**config.mk**
```make
export PLATFORM = sky130hd
export DESIGN_NAME = tpv_vote
export DESIGN_NICKNAME = d
export VERILOG_FILES = /design/src/rtl/tpv_pkg.sv /design/src/rtl/tpv_vote.sv
export SDC_FILE = /design/constraint.sdc
export NUM_CORES = 2
export LEC_CHECK = 0
export BUFFER_PORTS_ARGS = -buffer_cell sky130_fd_sc_hd__clkbuf_2
export CAP_MARGIN = 5
export CORE_ASPECT_RATIO = 0.6
export CORE_MARGIN = 2
export CORE_UTILIZATION = 40
export DETAILED_ROUTE_END_ITERATION = 12
export SYNTH_ARGS = -nofsm -noshare
export SYNTH_HDL_FRONTEND = slang
export SYNTH_SLANG_ARGS = --single-unit
```
**constraint.sdc**
```tcl
create_clock -name vclk -period 22.4
set_input_delay 1.12 -clock vclk [all_inputs]
set_output_delay 1.12 -clock vclk [all_outputs]
set_load 0.02 [all_outputs]
```
**src/rtl/tpv_pkg.sv**
```systemverilog
// ----------------------------------------------------------------------------
// tpv_pkg
// Shared types, constants and register indexes of the ternary pattern vote
// block.
// ----------------------------------------------------------------------------
package tpv_pkg;

	localparam int DEF_MAX_WIDTH = 1024;
	localparam int MAX_HEIGHT    = 1024;
	localparam int WIN           = 9;
	localparam int LINES         = 8;
	localparam int PIX_W         = 8;
	localparam int LINE_DATA_W   = LINES * PIX_W;
	localparam int NUM_DIR       = 8;

	localparam int CFG_IDX_W  = 2;
	localparam int CFG_DATA_W = 11;

	// Configuration register indexes.
	localparam logic [CFG_IDX_W-1:0] REG_THRESHOLD    = 2'd0;
	localparam logic [CFG_IDX_W-1:0] REG_LINE_WIDTH   = 2'd1;
	localparam logic [CFG_IDX_W-1:0] REG_FRAME_HEIGHT = 2'd2;

	localparam logic [7:0]  RST_THRESHOLD    = 8'd2;
	localparam logic [10:0] RST_LINE_WIDTH   = 11'd768;
	localparam logic [10:0] RST_FRAME_HEIGHT = 11'd576;

	// Direction codes.
	localparam logic [1:0] CODE_DARKER   = 2'd0;
	localparam logic [1:0] CODE_SIMILAR  = 2'd1;
	localparam logic [1:0] CODE_BRIGHTER = 2'd2;

	// Neighbor offsets, clockwise from the upper-left.
	localparam int DIR_DR [NUM_DIR] = '{-1, -1, -1, 0, 1, 1, 1, 0};
	localparam int DIR_DC [NUM_DIR] = '{-1, 0, 1, 1, 1, 0, -1, -1};
	localparam int GRID_POS [3]     = '{1, 4, 7};

	typedef logic [PIX_W-1:0] pix_t;
	typedef logic [WIN-1:0][PIX_W-1:0] colv_t;
	typedef logic [WIN-1:0][WIN-1:0][PIX_W-1:0] win_t;
	typedef logic [NUM_DIR-1:0][1:0] codes_t;
	typedef logic [LINE_DATA_W-1:0] line_word_t;

	typedef struct packed {
		logic busy;
	} ls_status_t;

endpackage

```
**src/rtl/tpv_vote.sv**
```systemverilog
// ----------------------------------------------------------------------------
// tpv_vote
// Ternary comparison of the nine sample points against their neighbors and
// the per-direction majority vote.
// ----------------------------------------------------------------------------
module tpv_vote (
	input  logic [7:0]      threshold,
	input  tpv_pkg::win_t   win,
	output tpv_pkg::codes_t codes
);
	import tpv_pkg::*;

	logic [NUM_DIR-1:0][8:0] bright_v;
	logic [NUM_DIR-1:0][8:0] dark_v;
	logic [NUM_DIR-1:0][8:0] similar_v;
	logic [NUM_DIR-1:0][3:0] n_bright;
	logic [NUM_DIR-1:0][3:0] n_dark;
	logic [NUM_DIR-1:0][3:0] n_similar;

	always_comb begin
		logic [8:0] u;
		logic [8:0] nb;
		logic [8:0] t;
		t = {1'b0, threshold};
		for (int d = 0; d < NUM_DIR; d++) begin
			for (int a = 0; a < 3; a++) begin
				for (int b = 0; b < 3; b++) begin
					u  = {1'b0, win[GRID_POS[a]][GRID_POS[b]]};
					nb = {1'b0, win[GRID_POS[a] + DIR_DR[d]][GRID_POS[b] + DIR_DC[d]]};
					// u <= nb - t and u >= nb + t, kept free of negative values.
					bright_v[d][a*3+b]  = (u + t) <= nb;
					dark_v[d][a*3+b]    = !bright_v[d][a*3+b] && (u >= nb + t);
					similar_v[d][a*3+b] = !bright_v[d][a*3+b] && !dark_v[d][a*3+b];
				end
			end
			n_bright[d]  = 4'($countones(bright_v[d]));
			n_dark[d]    = 4'($countones(dark_v[d]));
			n_similar[d] = 4'($countones(similar_v[d]));
			priority if (n_bright[d] >= n_similar[d] && n_bright[d] >= n_dark[d]) begin
				codes[d] = CODE_BRIGHTER;
			end else if (n_similar[d] > n_bright[d] && n_similar[d] > n_dark[d]) begin
				codes[d] = CODE_SIMILAR;
			end else begin
				codes[d] = CODE_DARKER;
			end
		end
	end

endmodule

```
==> After elaboration in Yosys (flattened, before gate mapping) <==
Index checks and enable logic that the tools add are counted.
{ "classes": {"add_sub_neg": 273, "magnitude_cmp": 176, "n_mux": 16, "n_reduce_logical": 304} }
{ "ops": {"columns": ["operator", "count"], "rows": [
  ["8-bit by 8-bit adder with 9-bit output", 81],
  ["8-bit by 9-bit greater-or-equal comparator with 1-bit output", 72],
  ["9-bit by 8-bit <= comparator with 1-bit output", 72],
  ["1-bit by 1-bit adder with 2-bit output", 96],
  ["1-bit logical AND", 160],
  ["2-bit by 2-bit adder with 3-bit output", 48],
  ["1-bit zero test", 144],
  ["3-bit by 3-bit adder with 4-bit output", 24],
  ["4-bit by 1-bit adder with 4-bit output", 24],
  ["4-bit greater-or-equal comparator", 16],
  ["4-bit greater-than comparator", 16],
  ["2-bit two-way mux", 8],
  ["1-bit two-way mux", 8]
]} }
{ "word_totals": {"register_bits": 0, "input_bits": 656, "out_inout_bits": 16, "wordCells": 769} }

==> Logic depth before layout (Yosys ltp) <==
{ "depth": {"word_depth": 14, "depth_mapped": 27, "ltp_nobuf": 27} }

==> Least setup slack after synthesis <==
OpenSTA, ideal clock, no wires.
{ "synth_timing": {"path_type": "input -> output", "start": "input threshold[1]", "end": "output codes[10] in the netlist's numbering", "arrival_time_ps": 8958, "t_required_ps": 21280, "path_slack_ps": 12322, "stages": 23, "path_buffers": 0, "path_cell_list": "inv_1 fa_1 nor2b_1 o31a_1 a21oi_1 ha_1 and4_1 a221o_1 a221o_1 a211o_1 o31ai_1 fa_1 fa_1 fa_1 fa_1 fa_1 inv_1 ha_1 nor2b_1 o22ai_1 nand2_1 a21oi_1 a311oi_1"} }
{ "synth_lines": {"columns": ["item", "line_no", "text"], "rows": [
  ["from (decl)", "tpv_vote.sv:7", "input logic [7:0] threshold,"],
  ["to (decl)", "tpv_vote.sv:9", "output tpv_pkg::codes_t codes"]
]} }

==> impl_metrics.tcl <==
set metrics [dict create \
    crit_type "primary input to output port" \
    post_drt_wl_per_cell_um 23.38 \
    cpMaxStageDelayCell "a311oi_1" \
    dp_hpwl_um 189800 \
    cp_common_cell "fa_1" \
    synthesis.nets 9737 \
    grt_max_degree 39 \
    nFlopsAndLatches 0 \
    met3_usage 0.03007 \
    viasPerCell 5.823 \
    finalSetupViolCount 0 \
    synth.avg_cell_area_um2 8.189 \
    drv_cap 0 \
    peakVddDrop_mv 0.1879 \
    vias 56170 \
    max_slew.worst_pin.slew_ns 1.184 \
    hold_viol_final 0 \
    yosysWarnings 0 \
    crit_cells 27 \
    fin_area_mm2 0.06344 \
    yosys.area.top_type_share 0.4237 \
    dieArea_mm2 0.1455 \
    grt_use_total 0.2967 \
    drt-pass1-iter-count 6 \
    ys_seq_area_frac 0 \
    cts_resized 0 \
    final.fill_count 14220 \
    core_area_mm2 0.1416 \
    critical-path-top-delay-family "adder cells" \
    nClkBuffers 0 \
    status "finished clean" \
    netlist_area_mm2 0.05693 \
    drv_slew 0 \
    portBuffers 672 \
    use_met2 0.4626 \
    drtAntennaViolNets 0 \
    grt_use_met1 0.4306 \
    drtIter0Drc 4064 \
    initial_core_util 0.4019 \
    grt_setup_unrepaired "false" \
    synth_top_area_cell "ha_1" \
    period_share 0.4962 \
    postCtsHoldBufs 0 \
    grt-ovfl-total 0 \
    fp.dieW_um 491.0 \
    row_count 107 \
    cp_data_required_time_ns 21.28 \
    busiest_layer "met2" \
    path_buf_inv 4 \
    first_global_vias 54120 \
    critPathCaptureType "output port" \
    register_area_um2 0 \
    hold_path_depth 10 \
    dpl_cell_area_mm2 0.06336 \
    cts_setup_buffers 0 \
    multi_input_area_mm2 0.05364 \
    die_h_um 296.2 \
    area_growth_pct 11.43 \
    slew_headroom 0.2047 \
    synth_area_leaders "ha_1 42%, fa_1 7.1%, inv_1 5.8%" \
    crit_arrival_ns 10.00 \
    max_freq_ghz 0.08996 \
    ys_types 62 \
    place_congestion 0.9445 \
    crit_fanout 28 \
    slowest_delay_ns 0.86 \
    grt_pass1_wl_um 331800 \
    route.detailed.drc 0 \
    syn_inst 6952 \
    antenna_found_initial 28 \
    drt_wl_total_um 225500 \
    finalSetupTns_ns 0 \
    ioPinCount 672 \
    worstSetupStartpointType "primary input" \
    p_per_area_mw_per_mm2 96.27 \
    worstHoldPathType "primary input to output port" \
    design_power_total_mw 6.107 \
    leakage_nw 34.75 \
    drive_gt1_frac 0.1101 \
    nets 10500 \
    fin_crit_ns 11.12 \
]
-- through the flow --
stage	hold WS (ns)	util	cells	setup slack, ns
floorplan	3.078	-	6952	12.32
global placement	3.601	0.4473	9615	11.48
detailed placement	3.610	0.4473	9615	11.45
CTS	3.619	0.4473	9615	11.45
global route	3.727	0.4477	9638	11.02
finish	3.620	0.4479	9646	11.28
-- tightest hold or removal path: stages --
cell and delay [ns]:
clkbuf_2 0.09, ha_1 0.15, nor3_1 0.08, nand2_1 0.13
fa_1 0.23, fa_1 0.25, xnor2_1 0.10, nand2b_1 0.08
a311oi_1 0.07, clkbuf_2 0.18
-- Yosys cell counts, drive strengths merged (33+ instances only) --
| library cell | n |
|---|---|
| a221oi | 95 |
| o21a | 163 |
| inv | 878 |
| nand3 | 139 |
| o31ai | 34 |
| nor3 | 39 |
| or3 | 50 |
| o211ai | 126 |
| a221o | 40 |
| and3 | 142 |
| nand4 | 142 |
| ha | 1928 |
| a31oi | 51 |
| a21o | 329 |
| o221ai | 33 |
| xnor2 | 164 |
| o31a | 42 |
| fa | 201 |
| nand2b | 89 |
| a211oi | 145 |
| o21ai | 352 |
| nand2 | 252 |
| a211o | 33 |
| nor2b | 129 |
| nor2 | 343 |
| xor2 | 300 |
| o21bai | 37 |
| a21oi | 434 |
-- placed cells by master (no fill, tap or decap), types with 30 or more instances in the layout --
cell type and n:
inv_1 877, nor3_1 39, a21oi_1 434, a31oi_1 51
o211ai_1 126, nand2_1 250, diode_2 31, a211o_1 33
o31ai_1 31, o21a_1 163, a211oi_1 142, o22ai_1 31
o31a_1 42, clkbuf_2 664, nor2b_1 129, a221oi_1 91
xnor2_1 164, and3_1 142, nand2b_1 89, o221ai_1 33
nor2_1 343, a221o_1 40, ha_1 1928, a21o_1 328
buf_4 93, xor2_1 300, fa_1 201, o21ai_0 340
nand3_1 139, o21bai_1 37, or3_1 50, nand4_1 142
or2_2 30
-- power breakdown --
part	total, mW	internal [mW]	switching, mW
combinational	6.11	2.42	3.69
clock	0.000000208	0.000000208	0
sequential	0	0	0
-- final timing paths --
path,to,start
hold / removal,codes[0],win[439]
setup / recovery,codes[12],threshold[3]
-- layout make-up --
cell class / instances / area share
Tap cell: 1907 / 0.03761
Timing Repair Buffer: 758 / 0.06361
Inverter: 878 / 0.05199
Multi-Input combinational cell: 6072 / 0.8456
Antenna cell: 31 / 0.001223
-- cells by family after synthesis --
group,synth area share
fa+ha+maj,0.4958
simple gates,0.1243
buf+inv,0.05804
xor+xnor,0.07138
compound gates,0.2505
-- layer usage --
layer / routed length (um) / vias up
met2: 95080 / 1980
met1: 108900 / 26400
li1: - / 27490
met4: 6697 / 2
met5: 13 / -
met3: 14770 / 295
No activity file was read; power rests on OpenSTA's default activity.
