`config.mk`:
```
export PLATFORM = sky130hd
export DESIGN_NAME = tpv_window
export DESIGN_NICKNAME = d
export VERILOG_FILES = /design/src/rtl/tpv_pkg.sv /design/src/rtl/tpv_window.sv
export SDC_FILE = /design/constraint.sdc
export NUM_CORES = 1
export LEC_CHECK = 0
export BUFFER_PORTS_ARGS = -buffer_cell sky130_fd_sc_hd__buf_2
export CORE_AREA = 3 3 282 284
export CTS_CLUSTER_DIAMETER = 80
export DETAILED_ROUTE_END_ITERATION = 7
export DIE_AREA = 0 0 285 287
export GPL_TIMING_DRIVEN = 1
export PLACE_DENSITY = 0.54
export SYNTH_ARGS = -nofsm -noshare
export SYNTH_HDL_FRONTEND = slang
export SYNTH_SLANG_ARGS = --single-unit
```
`constraint.sdc`:
```
create_clock -name clk -period 1.8 [get_ports clk]
set_input_delay 0.36 -clock clk [delete_from_list [all_inputs] [get_ports clk]]
set_output_delay 0.36 -clock clk [all_outputs]
set_load 0.1 [all_outputs]
```
`src/rtl/tpv_pkg.sv`:
```
// ----------------------------------------------------------------------------
// tpv_pkg
// Shared types, constants and register indexes of the ternary pattern vote
// block.
// ----------------------------------------------------------------------------
package tpv_pkg;

	localparam int DEF_MAX_WIDTH = 1024;
	localparam int MAX_HEIGHT    = 1024;
	localparam int WIN           = 9;
	localparam int LINES         = 8;
	localparam int PIX_W         = 8;
	localparam int LINE_DATA_W   = LINES * PIX_W;
	localparam int NUM_DIR       = 8;

	localparam int CFG_IDX_W  = 2;
	localparam int CFG_DATA_W = 11;

	// Configuration register indexes.
	localparam logic [CFG_IDX_W-1:0] REG_THRESHOLD    = 2'd0;
	localparam logic [CFG_IDX_W-1:0] REG_LINE_WIDTH   = 2'd1;
	localparam logic [CFG_IDX_W-1:0] REG_FRAME_HEIGHT = 2'd2;

	localparam logic [7:0]  RST_THRESHOLD    = 8'd2;
	localparam logic [10:0] RST_LINE_WIDTH   = 11'd768;
	localparam logic [10:0] RST_FRAME_HEIGHT = 11'd576;

	// Direction codes.
	localparam logic [1:0] CODE_DARKER   = 2'd0;
	localparam logic [1:0] CODE_SIMILAR  = 2'd1;
	localparam logic [1:0] CODE_BRIGHTER = 2'd2;

	// Neighbor offsets, clockwise from the upper-left.
	localparam int DIR_DR [NUM_DIR] = '{-1, -1, -1, 0, 1, 1, 1, 0};
	localparam int DIR_DC [NUM_DIR] = '{-1, 0, 1, 1, 1, 0, -1, -1};
	localparam int GRID_POS [3]     = '{1, 4, 7};

	typedef logic [PIX_W-1:0] pix_t;
	typedef logic [WIN-1:0][PIX_W-1:0] colv_t;
	typedef logic [WIN-1:0][WIN-1:0][PIX_W-1:0] win_t;
	typedef logic [NUM_DIR-1:0][1:0] codes_t;
	typedef logic [LINE_DATA_W-1:0] line_word_t;

	typedef struct packed {
		logic busy;
	} ls_status_t;

endpackage

```
`src/rtl/tpv_window.sv`:
```
// ----------------------------------------------------------------------------
// tpv_window
// 9x9 pixel window; each accepted column enters on the right.
// ----------------------------------------------------------------------------
module tpv_window (
	input  logic           clk,
	input  logic           arst_n,
	input  logic           shift_en,
	input  tpv_pkg::colv_t col_vec,
	output tpv_pkg::win_t  win
);
	import tpv_pkg::*;

	win_t win_q;

	always_ff @(posedge clk or negedge arst_n) begin
		if (!arst_n) begin
			win_q <= '0;
		end else if (shift_en) begin
			for (int r = 0; r < WIN; r++) begin
				for (int c = 0; c < WIN - 1; c++) begin
					win_q[r][c] <= win_q[r][c+1];
				end
				win_q[r][WIN-1] <= col_vec[r];
			end
		end
	end

	assign win = win_q;

endmodule

```
After elaboration in Yosys (flattened, before gate mapping)

Cells that the tools add are included.

Output and inout port bits: 648
Bits of input ports: 75
Word-level logic and storage cells: 81
Bits in registers: 648

Logic depth before layout (Yosys ltp)

Gate-level depths: netlist (run 1).

Depth after elaboration: 0
Gate-level depth with buffers: 4
Mapped depth without buffers: 1

Least setup slack after synthesis (run 1)

Ideal clock, no wire load.

Path type: reg2reg
From: register win_q (netlist bit win[10])
To: register win_q (netlist bit win[2])
Buffers on the path: 0
Data required time: 1.672 ns
Path slack: 0.500 ns
Arrival: 1.172 ns
Period minus slack after synthesis: 1.300 ns
Stages on the path, launching flop included: 2
Library setup time: 0.128 ns
Cells stage by stage: dfrtp_1 > mux2_1

RTL lines:

| what                             | RTL line         | text |
|---|---|---|
| start: declaration               | tpv_window.sv:14 | `win_t win_q;` |
| start signal: indexed assignment | tpv_window.sv:22 | `win_q[r][c] <= win_q[r][c+1];` |
| start signal: indexed assignment | tpv_window.sv:24 | `win_q[r][WIN-1] <= col_vec[r];` |

No word-level cell between the ends.

Worst setup path after layout (run 1)

From: register win_q (netlist bit win[630])
To: output port win[630] in the netlist's numbering

RTL lines:

| what             | RTL line         | text |
|---|---|---|
| end: declaration | tpv_window.sv:10 | `output tpv_pkg::win_t win` |

No word-level cell between the ends.

==> results.json, run 1 <==
{
  "synthAdderAreaFrac_pct": 0,
  "synth_xor_area_share_pct": 0,
  "cts_tree": "yes",
  "synth.distinct_cells": 5,
  "grt.overflow.total": 0,
  "max_freq_mhz": 567.9,
  "yosysSeqAreaShare_pct": 66.70,
  "synthCells": 1368,
  "ys_ff_latch": 648,
  "crit_path_end_kind": "output port",
  "hp-start": "col_vec[67]",
  "final-setup-viol-count": 0,
  "final_cell_mix": "mux2_2, dfrtp_1, buf_4",
  "via_per_inst": 4.499,
  "clk_latency_ns": 0.60,
  "num-fill-cells": 7049,
  "slowest_stage": "dfrtp_1",
  "timing.final.max_slew_violations": 0,
  "hpwl_um": 50870,
  "grt_pass1_wl_um": 103700,
  "layout_min_cycle_time_ns": 1.761,
  "crit_required_ns": 1.44,
  "num_rows": 102,
  "syn_area_per_cell_um2": 17.77,
  "largest_register_ffs": 648,
  "criticalPathCategory": "flip-flop to output port",
  "hp-class": "input port to flip-flop",
  "critical_path.max_stage_delay_ns": 0.46,
  "skew_ns": 0.02279,
  "globalRouteTotalUtil_pct": 16.37,
  "cts.sinks": 648,
  "post-route-drc-count": 0,
  "maxCapViolations": 0,
  "ant_nets": 0,
  "setup_tns_ns": 0,
  "crit_chain": "buf_4",
  "cts_buffers": 74,
  "numPortBuffers": 722,
  "fin_crit_sh_pct": 97.83,
  "yosys.area_share.simple_pct": 0,
  "drive_gt1_share_pct": 67.81,
  "status": "completed",
  "ys.warnings.count": 0,
  "gp_congestion": 0.8338,
  "first_pass_iters": 4,
  "crit_arrival_ns": 1.40,
  "area_growth_pct": 39.39,
  "synth_fp_nets": 1443,
  "routed_wl_um": 68480,
  "syn-cell-area_um2": 24310,
  "die_h_um": 287,
  "initial_core_util_pct": 31.43,
  "worstReg2RegStart": "win[273]$_DFFE_PN0P_",
  "hold_end": "win[643]$_DFFE_PN0P_",
  "fp.dieArea_um2": 81800,
  "initialDrtViolationCount": 461,
  "final_common_cell": "mux2_2",
  "reg2reg_slack_ns": 0.87,
  "synth_compound_area_share_pct": 0,
  "vias": 14937,
  "core_area_um2": 77340,
  "worst_pin_slew_ns": 0.4959,
  "rsz0062_at_grt": "false",
  "final-hold-violation-count": 0,
  "r2r_cells": 1,
  "wl_per_cell_um": 20.63,
  "cp-start-kind": "flip-flop",
  "fin_area_um2": 33890,
  "path_delay_family": "flip-flops",
  "clk_pin_slew_worst_paths_ns": 0.05,
  "utilization_pct": 43.82,
  "muxShareOfSynthArea_pct": 30.02,
  "slew_headroom_pct": 67.17,
  "fp.dieW_um": 285,
  "place_area_um2": 29230,
  "antenna_found_initial": 0,
  "ios": 723,
  "cts_max_level": 3,
  "n_antenna_cell": 0,
  "worst-path-buf-inv": 1,
  "cp_max_fo": 3,
  "clockRootBuffer": "clkbuf_16",
  "fin_nets": 2303,
  "grt_pass1_vias": 16152,
  "synth_top_family_by_area": "multiplexers",
  "r2r_end": "win[265]$_DFFE_PN0P_",
  "min_path_cells": 2,
  "clock_path_buffers": 3,
  "grt_start_max_net_pins": 71
}
## metrics by stage
step / setup slack [ns] / cells / hold slack (ns)
6_report: 0.03914 / 3320 / 0.06437
5_1_grt: 0.0001001 / 3320 / 0.02630
3_5_place_dp: 0.2382 / 3120 / 0.3063
3_3_place_gp: 0.2561 / 3120 / 0.3062
4_1_cts: 0.0001180 / 3320 / 0.0008997
2_1_floorplan: 0.4999 / 1368 / 0.06441
## cell usage after synthesis
library cell	number	area share, %
dfrtp_1	648	67
buf_6	70	3.2
mux2_2	647	30
buf_2	2	0.041
mux2_1	1	0.046
## cell type report
class                   instances  area [µm²]  share of cell area (%)
flip-flops and latches        648       16220                   47.86
clock inverters                21       200.2                  0.5908
multi-input cells             648        7297                   21.53
repair buffers                856        6703                   19.78
well taps                    1040        1301                   3.840
clock buffers                 107        2167                   6.395
## cell families (layout without fill, tap and decap cells)
kind of cell	count (synthesis)	in the layout
flops	648	648
mux	648	648
buf+inv	72	984
## layer usage
metal,vias to the layer above,global-route usage [%],routed length [µm]
li1,6610,-,-
met1,7732,18.60,25540
met2,449,28.80,35590
met3,146,4.370,4341
met4,0,7.485,3005
met5,-,0,0
## worst max-delay path by stage
stage	start	end	slack, ns	depth (start not counted)
after floorplan	win[10]$_DFFE_PN0P_	win[2]$_DFFE_PN0P_	0.50	1
after global placement	shift_en	win[498]$_DFFE_PN0P_	0.26	4
after detailed placement	shift_en	win[474]$_DFFE_PN0P_	0.24	4
after CTS	win[378]$_DFFE_PN0P_	win[378]	0.0001	1
after global routing	win[438]$_DFFE_PN0P_	win[438]	0.0001	1
final	win[630]$_DFFE_PN0P_	win[630]	0.04	1
## timing repair
| item | CTS | global route |
|---|---|---|
| hold endpoints to repair | 176 | 0 |
| hold buffers | 72 | 0 |
| gates cloned | 0 | 0 |
| resized for setup | 614 | 8 |
| setup endpoints to repair | 601 | 8 |
| setup buffers | 0 | 0 |
Power of run 1 is left out: the tool's default activity adds up to more than one toggle a clock period on the data nets, which glitch-free logic cannot reach.
==> inputs of run 2 (changes only) <==
- REMOVE_ABC_BUFFERS: default -> 1
==> run 2 against run 1 <==
  * Cell count is 0.21% higher
  * Core utilization increased by 0.18 points
  * Die area unchanged
  * Flip-flop and latch count did not move
==> results.json, run 2 (same netlist as run 1, synthesis figures left out) <==
{
  "critical_path.max_stage_delay_ns": 0.44,
  "slew_headroom_pct": 60.52,
  "cp-startpoint": "win[349]$_DFFE_PN0P_",
  "grt_pass1_vias": 16073,
  "setup_tns_ns": 0,
  "max_freq_mhz": 575.1,
  "clockRootBuffer": "clkbuf_16",
  "wl_per_cell_um": 19.49,
  "criticalPathCategory": "flip-flop to output port",
  "crit_arrival_ns": 1.38,
  "num-fill-cells": 7057,
  "slowest_stage": "dfrtp_1",
  "largest_register_ffs": 648,
  "num_rows": 102,
  "grt_pass1_wl_um": 99710,
  "path_delay_family": "flip-flops",
  "die_h_um": 287,
  "cts_max_level": 3,
  "drive_gt1_share_pct": 68.12,
  "initial_core_util_pct": 31.43,
  "timing.final.max_slew_violations": 0,
  "via_per_inst": 4.480,
  "hp-class": "input port to flip-flop",
  "initialDrtViolationCount": 451,
  "final-setup-viol-count": 0,
  "skew_ns": 0.01497,
  "worst-path-buf-inv": 1,
  "fin_nets": 2304,
  "fin_crit_sh_pct": 96.61,
  "antenna_found_initial": 2,
  "cp_max_fo": 3,
  "ant_nets": 0,
  "crit_path_end_kind": "output port",
  "numPortBuffers": 722,
  "worstReg2RegStart": "win[424]$_DFFE_PN0P_",
  "cts_buffers": 74,
  "fp.dieArea_um2": 81800,
  "post-route-drc-count": 0,
  "n_antenna_cell": 0,
  "cts_tree": "yes",
  "globalRouteTotalUtil_pct": 15.52,
  "crit_required_ns": 1.44,
  "gp_congestion": 0.8333,
  "hp-start": "col_vec[56]",
  "vias": 14905,
  "clk_latency_ns": 0.60,
  "final_common_cell": "mux2_2",
  "grt.overflow.total": 0,
  "status": "completed",
  "final_cell_mix": "mux2_2, dfrtp_1, buf_4",
  "first_pass_iters": 4,
  "layout_min_cycle_time_ns": 1.739,
  "rsz0062_at_grt": "false",
  "fp.dieW_um": 285,
  "routed_wl_um": 64850,
  "maxCapViolations": 0,
  "area_growth_pct": 39.96,
  "clock_path_buffers": 3,
  "grt_start_max_net_pins": 66,
  "cp-start-kind": "flip-flop",
  "clk_pin_slew_worst_paths_ns": 0.06,
  "cts.sinks": 648,
  "final-hold-violation-count": 0,
  "hpwl_um": 47800,
  "core_area_um2": 77340,
  "ios": 723,
  "crit_chain": "buf_4",
  "worst_pin_slew_ns": 0.5922
}
==> run 2: timing repair <==
action,4_1_cts,5_1_grt
hold buffers,72,0
resized for setup,589,41
hold endpoints to repair,91,0
setup endpoints to repair,579,41
buffers inserted,0,0
==> run 2: final timing paths <==
| path | cells past startpoint | slack (ns) | endpoint |
|---|---|---|---|
| worst max register to register | 2 | 0.91 | win[424]$_DFFE_PN0P_ |
| min in group asynchronous | 2 | 0.35 | win[548]$_DFFE_PN0P_ |
| worst min-delay path | 2 | 0.08 | win[568]$_DFFE_PN0P_ |
| worst max-delay path | 1 | 0.06 | win[349] |
| worst min register to register | 1 | 0.50 | win[2]$_DFFE_PN0P_ |
| max in group asynchronous | 3 | 0.70 | win[453]$_DFFE_PN0P_ |
==> run 2: area by class of cell <==
cell class / count / area [µm²] / area share [%]
Tap cell: 1040 / 1301 / 3.824
Sequential cell: 648 / 16220 / 47.66
Clock buffer: 105 / 2178 / 6.402
Clock inverter: 29 / 320.3 / 0.9413
Multi-Input combinational cell: 648 / 7297 / 21.45
Timing Repair Buffer: 857 / 6711 / 19.72
==> run 2: layer usage <==
layer / up-vias / track usage, % / wire, µm
li1: 6619 / - / -
met1: 7638 / 17.42 / 24060
met4: 2 / 6.320 / 2509
met3: 134 / 5.155 / 5178
met5: - / 0 / 11
met2: 512 / 27.16 / 33080
==> run 2: per-stage QoR <==
step                      area [µm²]  setup WS [ns]  utilization [%]  std cells  hold WS, ns
after floorplan                23510         0.4999                -       1296      0.06441
after global placement         29220         0.2852            37.78       3121       0.3787
after detailed placement       29220         0.2760            37.78       3121       0.3830
after CTS                      33920     0.00002964            43.86       3327      0.02570
after global routing           34030      0.0004065            44.00       3327      0.03969
final                          34030        0.06108            44.00       3327      0.08417
Power of run 2 is left out for the same reason.
